[src/rtl/hfd_pkg.sv]
`default_nettype none
package hfd_pkg;

    localparam int HDR_BYTES   = 9;
    localparam int HDR_STORE_N = HDR_BYTES - 1;
    localparam int HDR_AW      = $clog2(HDR_STORE_N);
    localparam int CNT_W       = 4;
    localparam int LEN_W       = 24;
    localparam int SID_W       = 31;
    localparam int BYTE_W      = 8;

    localparam logic [6:0]       SID_TOP_MASK  = 7'h7f;
    localparam logic [LEN_W-1:0] MAX_LEN_RESET = 24'd16384;

    // Result queue between the classifier and the output stage; power of two.
    localparam int FIFO_DEPTH = 4;
    localparam int FIFO_AW    = $clog2(FIFO_DEPTH);

    typedef enum logic [1:0] {
        KIND_HEADER   = 2'd0,
        KIND_PAYLOAD  = 2'd1,
        KIND_OVERSIZE = 2'd2
    } kind_t;

    typedef struct packed {
        kind_t              kind;
        logic [LEN_W-1:0]   frame_length;
        logic [BYTE_W-1:0]  frame_type;
        logic [BYTE_W-1:0]  frame_flags;
        logic [SID_W-1:0]   stream_id;
        logic [BYTE_W-1:0]  data;
        logic               last;
    } rec_t;

    typedef struct packed {
        logic full;
        logic empty;
    } fifo_stat_t;

endpackage
`default_nettype wire

[src/rtl/hfd_front.sv]
`default_nettype none
module hfd_front (
    input  wire logic                         clk,
    input  wire logic                         rst_n,
    input  wire logic                         accept,
    input  wire logic [hfd_pkg::BYTE_W-1:0]   in_byte,
    input  wire logic                         cfg_we,
    input  wire logic [hfd_pkg::LEN_W-1:0]    cfg_data,
    output logic                              res_valid,
    output hfd_pkg::rec_t                     res
);

    logic [hfd_pkg::CNT_W-1:0]  count_reg, count_next;
    logic [hfd_pkg::LEN_W-1:0]  left_reg, left_next;
    logic [hfd_pkg::LEN_W-1:0]  max_len_reg, max_len_next;
    logic [hfd_pkg::BYTE_W-1:0] hdr_reg [hfd_pkg::HDR_STORE_N];
    logic                       hdr_we;
    logic [hfd_pkg::LEN_W-1:0]  len;
    logic [hfd_pkg::SID_W-1:0]  sid;

    assign len = {hdr_reg[0], hdr_reg[1], hdr_reg[2]};
    assign sid = {hdr_reg[5][6:0] & hfd_pkg::SID_TOP_MASK, hdr_reg[6], hdr_reg[7], in_byte};

    assign max_len_next = cfg_we ? cfg_data : max_len_reg;

    always_comb
    begin
        count_next        = count_reg;
        left_next         = left_reg;
        hdr_we            = 1'b0;
        res_valid         = 1'b0;
        res.kind          = hfd_pkg::KIND_HEADER;
        res.frame_length  = len;
        res.frame_type    = hdr_reg[3];
        res.frame_flags   = hdr_reg[4];
        res.stream_id     = sid;
        res.data          = in_byte;
        res.last          = 1'b0;
        if (accept)
        begin
            if (left_reg != '0)
            begin
                // pass one payload byte
                res_valid = 1'b1;
                res.kind  = hfd_pkg::KIND_PAYLOAD;
                res.last  = (left_reg == hfd_pkg::LEN_W'(1));
                left_next = hfd_pkg::LEN_W'(left_reg - hfd_pkg::LEN_W'(1));
            end
            else if (count_reg < hfd_pkg::CNT_W'(hfd_pkg::HDR_STORE_N))
            begin
                hdr_we     = 1'b1;
                count_next = hfd_pkg::CNT_W'(count_reg + hfd_pkg::CNT_W'(1));
            end
            else
            begin
                // final header byte: decode and check the length
                res_valid  = 1'b1;
                count_next = '0;
                if (len > max_len_reg)
                begin
                    res.kind  = hfd_pkg::KIND_OVERSIZE;
                    left_next = '0;
                end
                else
                begin
                    res.last  = (len == '0);
                    left_next = len;
                end
            end
        end
    end

    always_ff @(posedge clk or negedge rst_n)
    begin
        if (!rst_n)
        begin
            count_reg   <= '0;
            left_reg    <= '0;
            max_len_reg <= hfd_pkg::MAX_LEN_RESET;
        end
        else
        begin
            count_reg   <= count_next;
            left_reg    <= left_next;
            max_len_reg <= max_len_next;
        end
    end

    always_ff @(posedge clk)
    begin
        if (hdr_we)
        begin
            hdr_reg[count_reg[hfd_pkg::HDR_AW-1:0]] <= in_byte;
        end
    end

endmodule
`default_nettype wire

[src/rtl/hfd_fifo.sv]
`default_nettype none
module hfd_fifo (
    input  wire logic          clk,
    input  wire logic          rst_n,
    input  wire logic          wr_en,
    input  wire hfd_pkg::rec_t wr_data,
    input  wire logic          rd_en,
    output hfd_pkg::rec_t      rd_data,
    output hfd_pkg::fifo_stat_t stat
);

    hfd_pkg::rec_t              mem_reg [hfd_pkg::FIFO_DEPTH];
    logic [hfd_pkg::FIFO_AW-1:0] wr_ptr_reg, wr_ptr_next;
    logic [hfd_pkg::FIFO_AW-1:0] rd_ptr_reg, rd_ptr_next;
    logic [hfd_pkg::FIFO_AW:0]   count_reg, count_next;
    logic                        do_wr;
    logic                        do_rd;

    assign stat.full  = (count_reg == (hfd_pkg::FIFO_AW + 1)'(hfd_pkg::FIFO_DEPTH));
    assign stat.empty = (count_reg == '0);
    assign do_wr      = wr_en && !stat.full;
    assign do_rd      = rd_en && !stat.empty;
    assign rd_data    = mem_reg[rd_ptr_reg];

    always_comb
    begin
        wr_ptr_next = do_wr ? hfd_pkg::FIFO_AW'(wr_ptr_reg + 1'b1) : wr_ptr_reg;
        rd_ptr_next = do_rd ? hfd_pkg::FIFO_AW'(rd_ptr_reg + 1'b1) : rd_ptr_reg;
        count_next  = count_reg;
        if (do_wr && !do_rd)
        begin
            count_next = (hfd_pkg::FIFO_AW + 1)'(count_reg + 1'b1);
        end
        else if (do_rd && !do_wr)
        begin
            count_next = (hfd_pkg::FIFO_AW + 1)'(count_reg - 1'b1);
        end
    end

    always_ff @(posedge clk or negedge rst_n)
    begin
        if (!rst_n)
        begin
            wr_ptr_reg <= '0;
            rd_ptr_reg <= '0;
            count_reg  <= '0;
        end
        else
        begin
            wr_ptr_reg <= wr_ptr_next;
            rd_ptr_reg <= rd_ptr_next;
            count_reg  <= count_next;
        end
    end

    always_ff @(posedge clk)
    begin
        if (do_wr)
        begin
            mem_reg[wr_ptr_reg] <= wr_data;
        end
    end

endmodule
`default_nettype wire

[src/rtl/hfd_back.sv]
`default_nettype none
module hfd_back (
    input  wire logic                        clk,
    input  wire logic                        rst_n,
    input  wire hfd_pkg::rec_t               q_data,
    input  wire logic                        q_empty,
    output logic                             q_rd,
    input  wire logic                        pop,
    output logic                             empty,
    output logic [1:0]                       kind,
    output logic [hfd_pkg::LEN_W-1:0]        frame_length,
    output logic [hfd_pkg::BYTE_W-1:0]       frame_type,
    output logic [hfd_pkg::BYTE_W-1:0]       frame_flags,
    output logic [hfd_pkg::SID_W-1:0]        stream_id,
    output logic [hfd_pkg::BYTE_W-1:0]       payload_byte,
    output logic                             last
);

    logic          valid_reg, valid_next;
    hfd_pkg::rec_t out_reg, out_next;
    logic          is_payload;

    // refill from a non-empty queue whenever the output slot is free or being taken
    assign q_rd       = !q_empty && (!valid_reg || pop);
    assign is_payload = (q_data.kind == hfd_pkg::KIND_PAYLOAD);

    always_comb
    begin
        valid_next = valid_reg;
        out_next   = out_reg;
        if (pop && valid_reg)
        begin
            valid_next = 1'b0;
        end
        if (q_rd)
        begin
            valid_next            = 1'b1;
            out_next              = q_data;
            // drop header fields on payload bytes, data on everything else
            if (is_payload)
            begin
                out_next.frame_length = '0;
                out_next.frame_type   = '0;
                out_next.frame_flags  = '0;
                out_next.stream_id    = '0;
            end
            else
            begin
                out_next.data = '0;
            end
        end
    end

    always_ff @(posedge clk or negedge rst_n)
    begin
        if (!rst_n)
        begin
            valid_reg <= 1'b0;
        end
        else
        begin
            valid_reg <= valid_next;
        end
    end

    always_ff @(posedge clk)
    begin
        out_reg <= out_next;
    end

    assign empty        = !valid_reg;
    assign kind         = out_reg.kind;
    assign frame_length = out_reg.frame_length;
    assign frame_type   = out_reg.frame_type;
    assign frame_flags  = out_reg.frame_flags;
    assign stream_id    = out_reg.stream_id;
    assign payload_byte = out_reg.data;
    assign last         = out_reg.last;

endmodule
`default_nettype wire

[src/rtl/http2_frame_deframer.sv]
`default_nettype none
// HTTP/2 frame deframer: takes one stream byte per cycle while full is low
// (push/full) and returns header, payload-byte and oversize-length results
// in stream order (empty/pop). A frame's first eight bytes give nothing; the
// ninth gives a header or oversize result; each payload byte gives one
// result. Any mix of bytes sustains one byte per cycle while results are
// popped every cycle. The classifier writes a result into the four-entry
// result queue at the edge that accepts its byte, and the output register
// takes it from the queue once the output slot is free or being popped.
// full rises only when the result queue holds four results the consumer has
// not taken. max_payload_len is written through cfg_valid/cfg_data (cfg_ready
// is always high) and resets to 16384; write it only while the block is idle.
module http2_frame_deframer (
    input  wire logic                         clk,
    input  wire logic                         rst_n,
    input  wire logic                         push,
    output logic                              full,
    input  wire logic [hfd_pkg::BYTE_W-1:0]   in_byte,
    input  wire logic                         cfg_valid,
    output logic                              cfg_ready,
    input  wire logic [hfd_pkg::LEN_W-1:0]    cfg_data,
    output logic                              empty,
    input  wire logic                         pop,
    output logic [1:0]                        kind,
    output logic [hfd_pkg::LEN_W-1:0]         frame_length,
    output logic [hfd_pkg::BYTE_W-1:0]        frame_type,
    output logic [hfd_pkg::BYTE_W-1:0]        frame_flags,
    output logic [hfd_pkg::SID_W-1:0]         stream_id,
    output logic [hfd_pkg::BYTE_W-1:0]        payload_byte,
    output logic                              last
);

    logic                accept;
    logic                res_valid;
    hfd_pkg::rec_t       res;
    hfd_pkg::rec_t       q_data;
    hfd_pkg::fifo_stat_t q_stat;
    logic                q_rd;

    assign cfg_ready = 1'b1;
    assign full      = q_stat.full;
    assign accept    = push && !q_stat.full;

    hfd_front u_front (
        .clk       (clk),
        .rst_n     (rst_n),
        .accept    (accept),
        .in_byte   (in_byte),
        .cfg_we    (cfg_valid && cfg_ready),
        .cfg_data  (cfg_data),
        .res_valid (res_valid),
        .res       (res)
    );

    hfd_fifo u_fifo (
        .clk     (clk),
        .rst_n   (rst_n),
        .wr_en   (res_valid),
        .wr_data (res),
        .rd_en   (q_rd),
        .rd_data (q_data),
        .stat    (q_stat)
    );

    hfd_back u_back (
        .clk          (clk),
        .rst_n        (rst_n),
        .q_data       (q_data),
        .q_empty      (q_stat.empty),
        .q_rd         (q_rd),
        .pop          (pop),
        .empty        (empty),
        .kind         (kind),
        .frame_length (frame_length),
        .frame_type   (frame_type),
        .frame_flags  (frame_flags),
        .stream_id    (stream_id),
        .payload_byte (payload_byte),
        .last         (last)
    );

endmodule
`default_nettype wire

[config.mk]
export PLATFORM = sky130hd
export DESIGN_NAME = http2_frame_deframer
export DESIGN_NICKNAME = d
export VERILOG_FILES = /design/src/rtl/hfd_pkg.sv /design/src/rtl/hfd_front.sv /design/src/rtl/hfd_fifo.sv /design/src/rtl/hfd_back.sv /design/src/rtl/http2_frame_deframer.sv
export SDC_FILE = /design/constraint.sdc
export NUM_CORES = 1
export LEC_CHECK = 0
export BUFFER_PORTS_ARGS = -buffer_cell sky130_fd_sc_hd__buf_2
export CORE_MARGIN = 2
export CORE_UTILIZATION = 50
export CTS_CLUSTER_SIZE = 10
export DETAILED_ROUTE_END_ITERATION = 6
export PLACE_DENSITY_LB_ADDON = 0.08
export RECOVER_POWER = 25
export SLEW_MARGIN = 20
export SYNTH_ARGS = -nofsm -noshare
export SYNTH_HDL_FRONTEND = slang
export SYNTH_SLANG_ARGS = --single-unit
[constraint.sdc]
create_clock -name clk -period 7.3 [get_ports clk]
set_input_delay 0.365 -clock clk [delete_from_list [all_inputs] [get_ports clk]]
set_output_delay 0.365 -clock clk [all_outputs]
set_load 0.03 [all_outputs]
==> results of run 1 <==
## layout by cell type, fill, tap and decap left out, types with 12 or more instances in the layout
cell	synthesis	routed
inv_1	55	55
edfxtp_1	441	441
dfrtp_1	59	57
dlygate4sd3_1	0	23
ha_1	33	33
nor4_1	15	15
and2_1	12	12
clkbuf_16	0	57
o21ai_0	41	41
buf_2	10	111
nor2b_1	74	73
nand2_1	48	48
a21oi_1	22	21
mux4_2	74	74
nor3_1	13	12
clkbuf_1	26	30
nor2_1	28	28
## worst min-delay path by stage
stage / start / end / depth (start not counted)
4_1_cts: cfg_data[18] / u_front.max_len_reg[18] / 3
3_3_place_gp: u_front.hdr_reg[6][5] / u_fifo.mem_reg[2][30] / 0
3_5_place_dp: u_fifo.count_reg[2] / u_fifo.count_reg[2] / 1
2_1_floorplan: rst_n / u_back.valid_reg / 0
6_report: cfg_data[7] / u_front.max_len_reg[7] / 3
5_1_grt: cfg_data[7] / u_front.max_len_reg[7] / 3
## logic make-up after synthesis
kind of cell,synth area share
buffers and inverters,0.02023
AND/OR/NAND/NOR,0.07216
XOR/XNOR,0.002690
AO/OA/AOI/OAI,0.03880
flip-flops,0.7546
adder cells (fa/ha/maj),0.02215
multiplexers,0.08919
other,0.0001919
## stage by stage
step	instance area [um2]	util	worst slack [ns]	hold WS (ns)
after floorplan	19540	-	1.282	0.06941
final	22510	0.5823	3.690	0.02363
after global placement	20720	0.5361	3.868	0.4747
after CTS	22460	0.5813	3.724	0.0008946
after detailed placement	20720	0.5361	3.721	0.4835
after global routing	22510	0.5823	3.399	0.01861
## critical path, delay by kind of cell, from the launching register on
| family | cells | cell delay (ns) |
|---|---|---|
| and+or+nand+nor | 2 | 0.95 |
| AOI/OAI and AO/OA | 1 | 0.81 |
| adders and majority gates | 2 | 0.70 |
| DFF | 1 | 0.43 |
| buffers and inverters | 2 | 0.33 |
| muxes | 1 | 0.27 |
## repair_timing
item,in CTS,in global routing
hold endpoints to repair,81,0
hold buffers,23,0
setup buffers,0,0
## cell type report
type	instances	area share
Timing Repair Buffer	155	0.04186
Clock inverter	2	0.0003892
Inverter	55	0.009173
Sequential cell	501	0.6554
Multi-Input combinational cell	489	0.1975
Tap cell	518	0.02880
Clock buffer	78	0.06688
## power by group through the flow
stage | clock network (mW) | logic [mW] | registers (mW)
CTS | 2.49 | 2.42 | 4.07
global route | 2.59 | 2.58 | 4.12
finish | 2.42 | 2.38 | 4.06
floorplan | 0 | 1.24 | 4.61
detailed placement | 0 | 2.41 | 4.13
global placement | 0 | 2.41 | 4.11
## metal layers
layer  wire length (um)  track usage  vias to the layer above
met2              19750       0.3355                      247
met4                705      0.04806                        0
li1                   -            -                     4560
met1              17560       0.2826                     5129
met5                  0            0                        -
met3               1981      0.04033                       56
==> run_results.csv, run 1 <==
group,metric,value,unit
outcome,status,"finished, violations left",
outcome,violations,"max-capacitance violations, max-slew violations",
global_route,grt_max_degree,66,
timing,rsz0062_at_grt,"false",
power_and_ir_drop,switching_power,2.671,mW
setup_path,critPathLaunchType,"flip-flop",
layout,final_nets,1329,
route,detail-route-antenna-nets,0,
power_and_ir_drop,p_leak,7.927,nW
setup_path,critPathArrivalTime,4.08,ns
setup_path,cpPeakStageDelay,0.81,ns
clock_tree,clkSlewWorstSetupHoldPaths,0.06,ns
timing,timing.fmax,277.0,MHz
power_and_ir_drop,total_power,8.861,mW
clock_tree,cts_resized,0,
setup_path,worstReg2RegEnd,"u_fifo.count_reg[1]",
place,place_congestion,0.8712,
clock_tree,clkSinkCount,501,
synthesis,synth.most_common_cell,"edfxtp_1",
clock_tree,clockBufferDepth,3,
floorplanning,dieArea,40680,um2
setup_path,critical_path_required,7.77,ns
setup_path,reg2reg_depth,8,
place,dp_cells,1693,
clock_tree,cts_root_buf,"clkbuf_16",
timing,finalCritPeriodShare,0.4945,
place,hpwl,23450,um
synthesis,postSynthRegisterBits,501,
synthesis,synth.avg_cell_area,17.98,um2
power_and_ir_drop,vdd_drop_max,0.2552,mV
global_route,grt_overflow,0,
layout,multi_input_area,4444,um2
synthesis,syn_area,19540,um2
layout,finalNonFillerCells,1798,
clock_tree,ctsHtreeMaxLevel,2,
timing,setup_violations,0,
synthesis,syn_inst,1087,
power_and_ir_drop,p_per_area,393.7,nW/um2
timing,skew,0.01263,ns
timing,relSlewSlack,-0.09163,
setup_path,crit_path_end,"u_fifo.count_reg[1]",
setup_path,worstPathCellList,"nor4_1 > nand3_1 > o31ai_4 > inv_1 > ha_1 > inv_1 > fa_1 > mux2_2",
timing,drv_slew,48,
synthesis,synthTopCellsByCount,"edfxtp_1, mux4_2, nor2b_1, dfrtp_1, inv_1",
synthesis,async_flop_share,0.1198,
timing,hold_viol,0,
clock_tree,cts_tree,"built",
route,drc,0,
timing,fin_tns_setup,0,ns
floorplanning,io-pin-count,122,
timing,period_minus_slack,3.610,ns
power_and_ir_drop,netSwitchingFraction,0.3014,
setup_path,crit_path_frequent_cell,"inv_1",
layout,area_growth,15.17,%
synthesis,synth_edf_count,441,
min_path,worst_hold_path_type,"input pin to flip-flop",
route,wire_per_inst,22.25,um
synthesis,synth_top_cell_area_share,0.6777,
route,drtIter0Drc,667,
power_and_ir_drop,power.share.combinational,0.268,
synthesis,synth_top_area_cell,"edfxtp_1",
layout,largest_register_ffs,296,
layout,antennaDiodeCount,0,
floorplanning,die_y,201.7,um
route,wirelength,40000,um
route,vias,9992,
setup_path,critPathSlowestCell,"o31ai_4",
synthesis,synth.distinct_cells,68,
setup_path,critical_path_class,"flip-flop to flip-flop",
layout,n_fill_cell,2954,
floorplanning,core,38650,um2
timing,worst_pin_slew,1.637,ns
floorplanning,row_count,72,
power_and_ir_drop,share_seq_of_total_power,0.459,
synthesis,yosysWarnings,0,
power_and_ir_drop,p_int,6.190,mW
job,drv_cap,1,
place,io_buffers,120,
global_route,track_usage,0.2033,
global_route,grt_pass1_vias,10160,
route,routed_via_density,5.557,
synthesis,synth_flop_cell,"edfxtp_1",
clock_tree,numCtsBuffers,56,
global_route,grt_pass1_wl,61760,um
power_and_ir_drop,clockPowerShare,0.273,
clock_tree,clock_latency,0.58,ns
setup_path,setup.worst_path.start,"u_front.left_reg[12]",
synthesis,seq_area_frac_synth,0.7546,
floorplanning,die-width,201.7,um
layout,drive_above_1_share,0.2234,
synthesis,synth.net_count,1158,
route,dr.pass1.iters,5,
synthesis,synth.area.top_cells,"edfxtp_1, mux4_2, dfrtp_1",
layout,regArea,14750,um2
floorplanning,start_util,0.5056,
setup_path,r2r_start,"u_front.left_reg[12]",
global_route,antenna_found_initial,0,
setup_path,cp_max_fo,16,
setup_path,cp-end-kind,"flip-flop",
setup_path,ff2ff_setup_slack,3.69,ns
No activity file was read; power rests on OpenSTA's default activity.
==> run 2: changes to the inputs <==
==> constraint.sdc (replaced) <==
create_clock -name clk -period 2.89 [get_ports clk]
set_input_delay 0.1445 -clock clk [delete_from_list [all_inputs] [get_ports clk]]
set_output_delay 0.1445 -clock clk [all_outputs]
set_load 0.03 [all_outputs]
==> run 2 against run 1 <==
Non-clock buffer count rose by 60. The run still ends with max-capacitance violations, max-slew violations left. Wire length is 4.7% higher. Core utilization rose by 1.8 points.
==> run_results.csv, run 2 (synthesized netlist as in run 1, its figures left out) <==
group,metric,value,unit
outcome,status,"finished, violations left",
outcome,violations,"max-capacitance violations, max-slew violations",
route,routed_via_density,5.556,
floorplanning,io-pin-count,122,
place,hpwl,26480,um
layout,design_area,23180,um2
place,place_congestion,0.8667,
setup_path,cp_max_fo,7,
power_and_ir_drop,clockPowerShare,0.272,
layout,antennaDiodeCount,0,
setup_path,reg2reg_depth,9,
power_and_ir_drop,switching_power,6.882,mW
layout,drive_above_1_share,0.2548,
timing,hold_viol,0,
power_and_ir_drop,vdd_drop_max,0.5955,mV
global_route,grt_pass1_wl,64540,um
min_path,worstHoldEndpoint,"u_front.max_len_reg[18]",
min_path,hp-start,"cfg_valid",
timing,finalCritPeriodShare,0.9324,
global_route,antenna_found_initial,0,
timing,rsz0062_at_grt,"false",
global_route,grt_overflow,0,
setup_path,critical_path_class,"flip-flop to flip-flop",
timing,period_minus_slack,2.695,ns
floorplanning,dieArea,40680,um2
clock_tree,cts_tree,"built",
floorplanning,start_util,0.5056,
setup_path,critPathArrivalTime,3.15,ns
clock_tree,clockBufferDepth,3,
layout,regArea,14750,um2
layout,layout_common_cells,"edfxtp_1, buf_2, mux4_2",
setup_path,cpPeakStageDelay,0.52,ns
layout,finalNonFillerCells,1860,
route,detail-route-antenna-nets,0,
layout,multi_input_area,4448,um2
min_path,whs_path_depth,3,
clock_tree,clkSlewWorstSetupHoldPaths,0.06,ns
floorplanning,row_count,72,
global_route,grt_max_degree,57,
timing,timing.fmax,371.1,MHz
layout,post-route-util,0.5999,
job,drv_cap,1,
setup_path,cp-end-kind,"flip-flop",
route,wirelength,41890,um
power_and_ir_drop,share_seq_of_total_power,0.453,
timing,worst_pin_slew,1.851,ns
setup_path,ff2ff_setup_slack,0.20,ns
min_path,worst_hold_path_type,"input pin to flip-flop",
setup_path,r2r_start,"u_front.hdr_reg[1][7]",
setup_path,critPathLaunchType,"flip-flop",
floorplanning,die_y,201.7,um
timing,drv_slew,32,
layout,area_growth,18.64,%
route,drc,0,
clock_tree,cts_root_buf,"clkbuf_16",
setup_path,critical_path_required,3.35,ns
timing,setup_violations,0,
layout,final_nets,1389,
clock_tree,clock_latency,0.60,ns
clock_tree,clkSinkCount,501,
timing,relSlewSlack,-0.2339,
route,vias,10340,
place,io_buffers,120,
setup_path,cp_num_buf_inv,2,
layout,n_fill_cell,2919,
clock_tree,numCtsBuffers,56,
setup_path,worstReg2RegEnd,"u_fifo.mem_reg[2][0]",
timing,timing.final.ws_setup,0.1953,ns
setup_path,worstPathCellList,"ha_1 > a21oi_1 > o21ai_0 > a221o_1 > a211oi_1 > buf_4 > a21oi_1 > o31ai_1 > buf_4",
timing,skew,0.01983,ns
global_route,grt_pass1_vias,10580,
power_and_ir_drop,p_int,15.88,mW
floorplanning,die-width,201.7,um
setup_path,cp_top_family,"compound AO/OA/AOI/OAI gates",
layout,largest_register_ffs,296,
route,dr.pass1.iters,7,
global_route,track_usage,0.2142,
power_and_ir_drop,netSwitchingFraction,0.3024,
place,pre_cts_slack,0.1875,ns
clock_tree,cts_setup_buffers,0,
route,wire_per_inst,22.52,um
power_and_ir_drop,p_per_area,981.7,nW/um2
place,place_area,21330,um2
power_and_ir_drop,power.share.combinational,0.274,
clock_tree,ctsHtreeMaxLevel,2,
timing,fin_tns_setup,0,ns
route,drtIter0Drc,697,
power_and_ir_drop,p_leak,8.275,nW
floorplanning,core,38650,um2
layout,layout_commonest_cell,"edfxtp_1",
setup_path,critPathSlowestCell,"edfxtp_1",
place,dp_cells,1747,
==> run 2: power groups by stage <==
| stage | Sequential (mW) | Combinational (mW) | Clock (mW) |
|---|---|---|---|
| 3_5_place_dp | 10.5 | 6.37 | 0 |
| 2_1_floorplan | 11.6 | 3.14 | 0 |
| 4_1_cts | 10.3 | 6.41 | 6.35 |
| 5_1_grt | 10.5 | 6.75 | 6.64 |
| 3_3_place_gp | 10.4 | 6.36 | 0 |
| 6_report | 10.3 | 6.24 | 6.20 |
==> run 2: cell type report <==
| cell class | count | area share |
|---|---|---|
| repair buffers | 215 | 0.06816 |
| well taps | 518 | 0.02796 |
| multi-input cells | 489 | 0.1919 |
| clock inverters | 3 | 0.0009175 |
| clock buffers | 79 | 0.06595 |
| inverters | 55 | 0.008905 |
| flip-flops and latches | 501 | 0.6362 |
==> run 2: per-stage QoR <==
step | hold slack, ns | total power [mW]
final | 0.09957 | 22.76
after floorplan | -0.1511 | 14.70
after CTS | 0.0004041 | 23.10
after global routing | 0.1578 | 23.86
after detailed placement | 0.2573 | 16.85
after global placement | 0.2479 | 16.79
==> run 2: worst max path at each step <==
stage	to	cells after the start	startpoint
finish	u_fifo.mem_reg[2][0]	9	u_front.hdr_reg[1][7]
global route	u_front.hdr_reg[1][5]	7	u_front.left_reg[12]
CTS	u_fifo.mem_reg[3][81]	6	u_front.hdr_reg[1][7]
detailed placement	u_fifo.mem_reg[3][81]	6	u_front.hdr_reg[1][7]
global placement	u_fifo.mem_reg[0][0]	9	u_front.hdr_reg[1][5]
floorplan	u_fifo.count_reg[1]	7	u_fifo.count_reg[0]
==> run 2: metal layers <==
layer  global-route usage  wire length [um]  up-vias
li1                     -                 -     4687
met1               0.2926             17830     5249
met2               0.3495             20560      321
met3              0.03984              2333       78
met4              0.07432              1162        0
met5                    0                 0        -
==> run 2: timing repair <==
action | 4_1_cts | 5_1_grt
hold buffers | 29 | 2
hold endpoints to repair | 77 | 2
gates resized for setup | 0 | 1
setup endpoints to repair | 0 | 4
==> run 2: worst min-delay path, cell delays in order <==
cell,delay [ns]
buf_2,0.31
nand2_1,0.12
o21ai_0,0.06
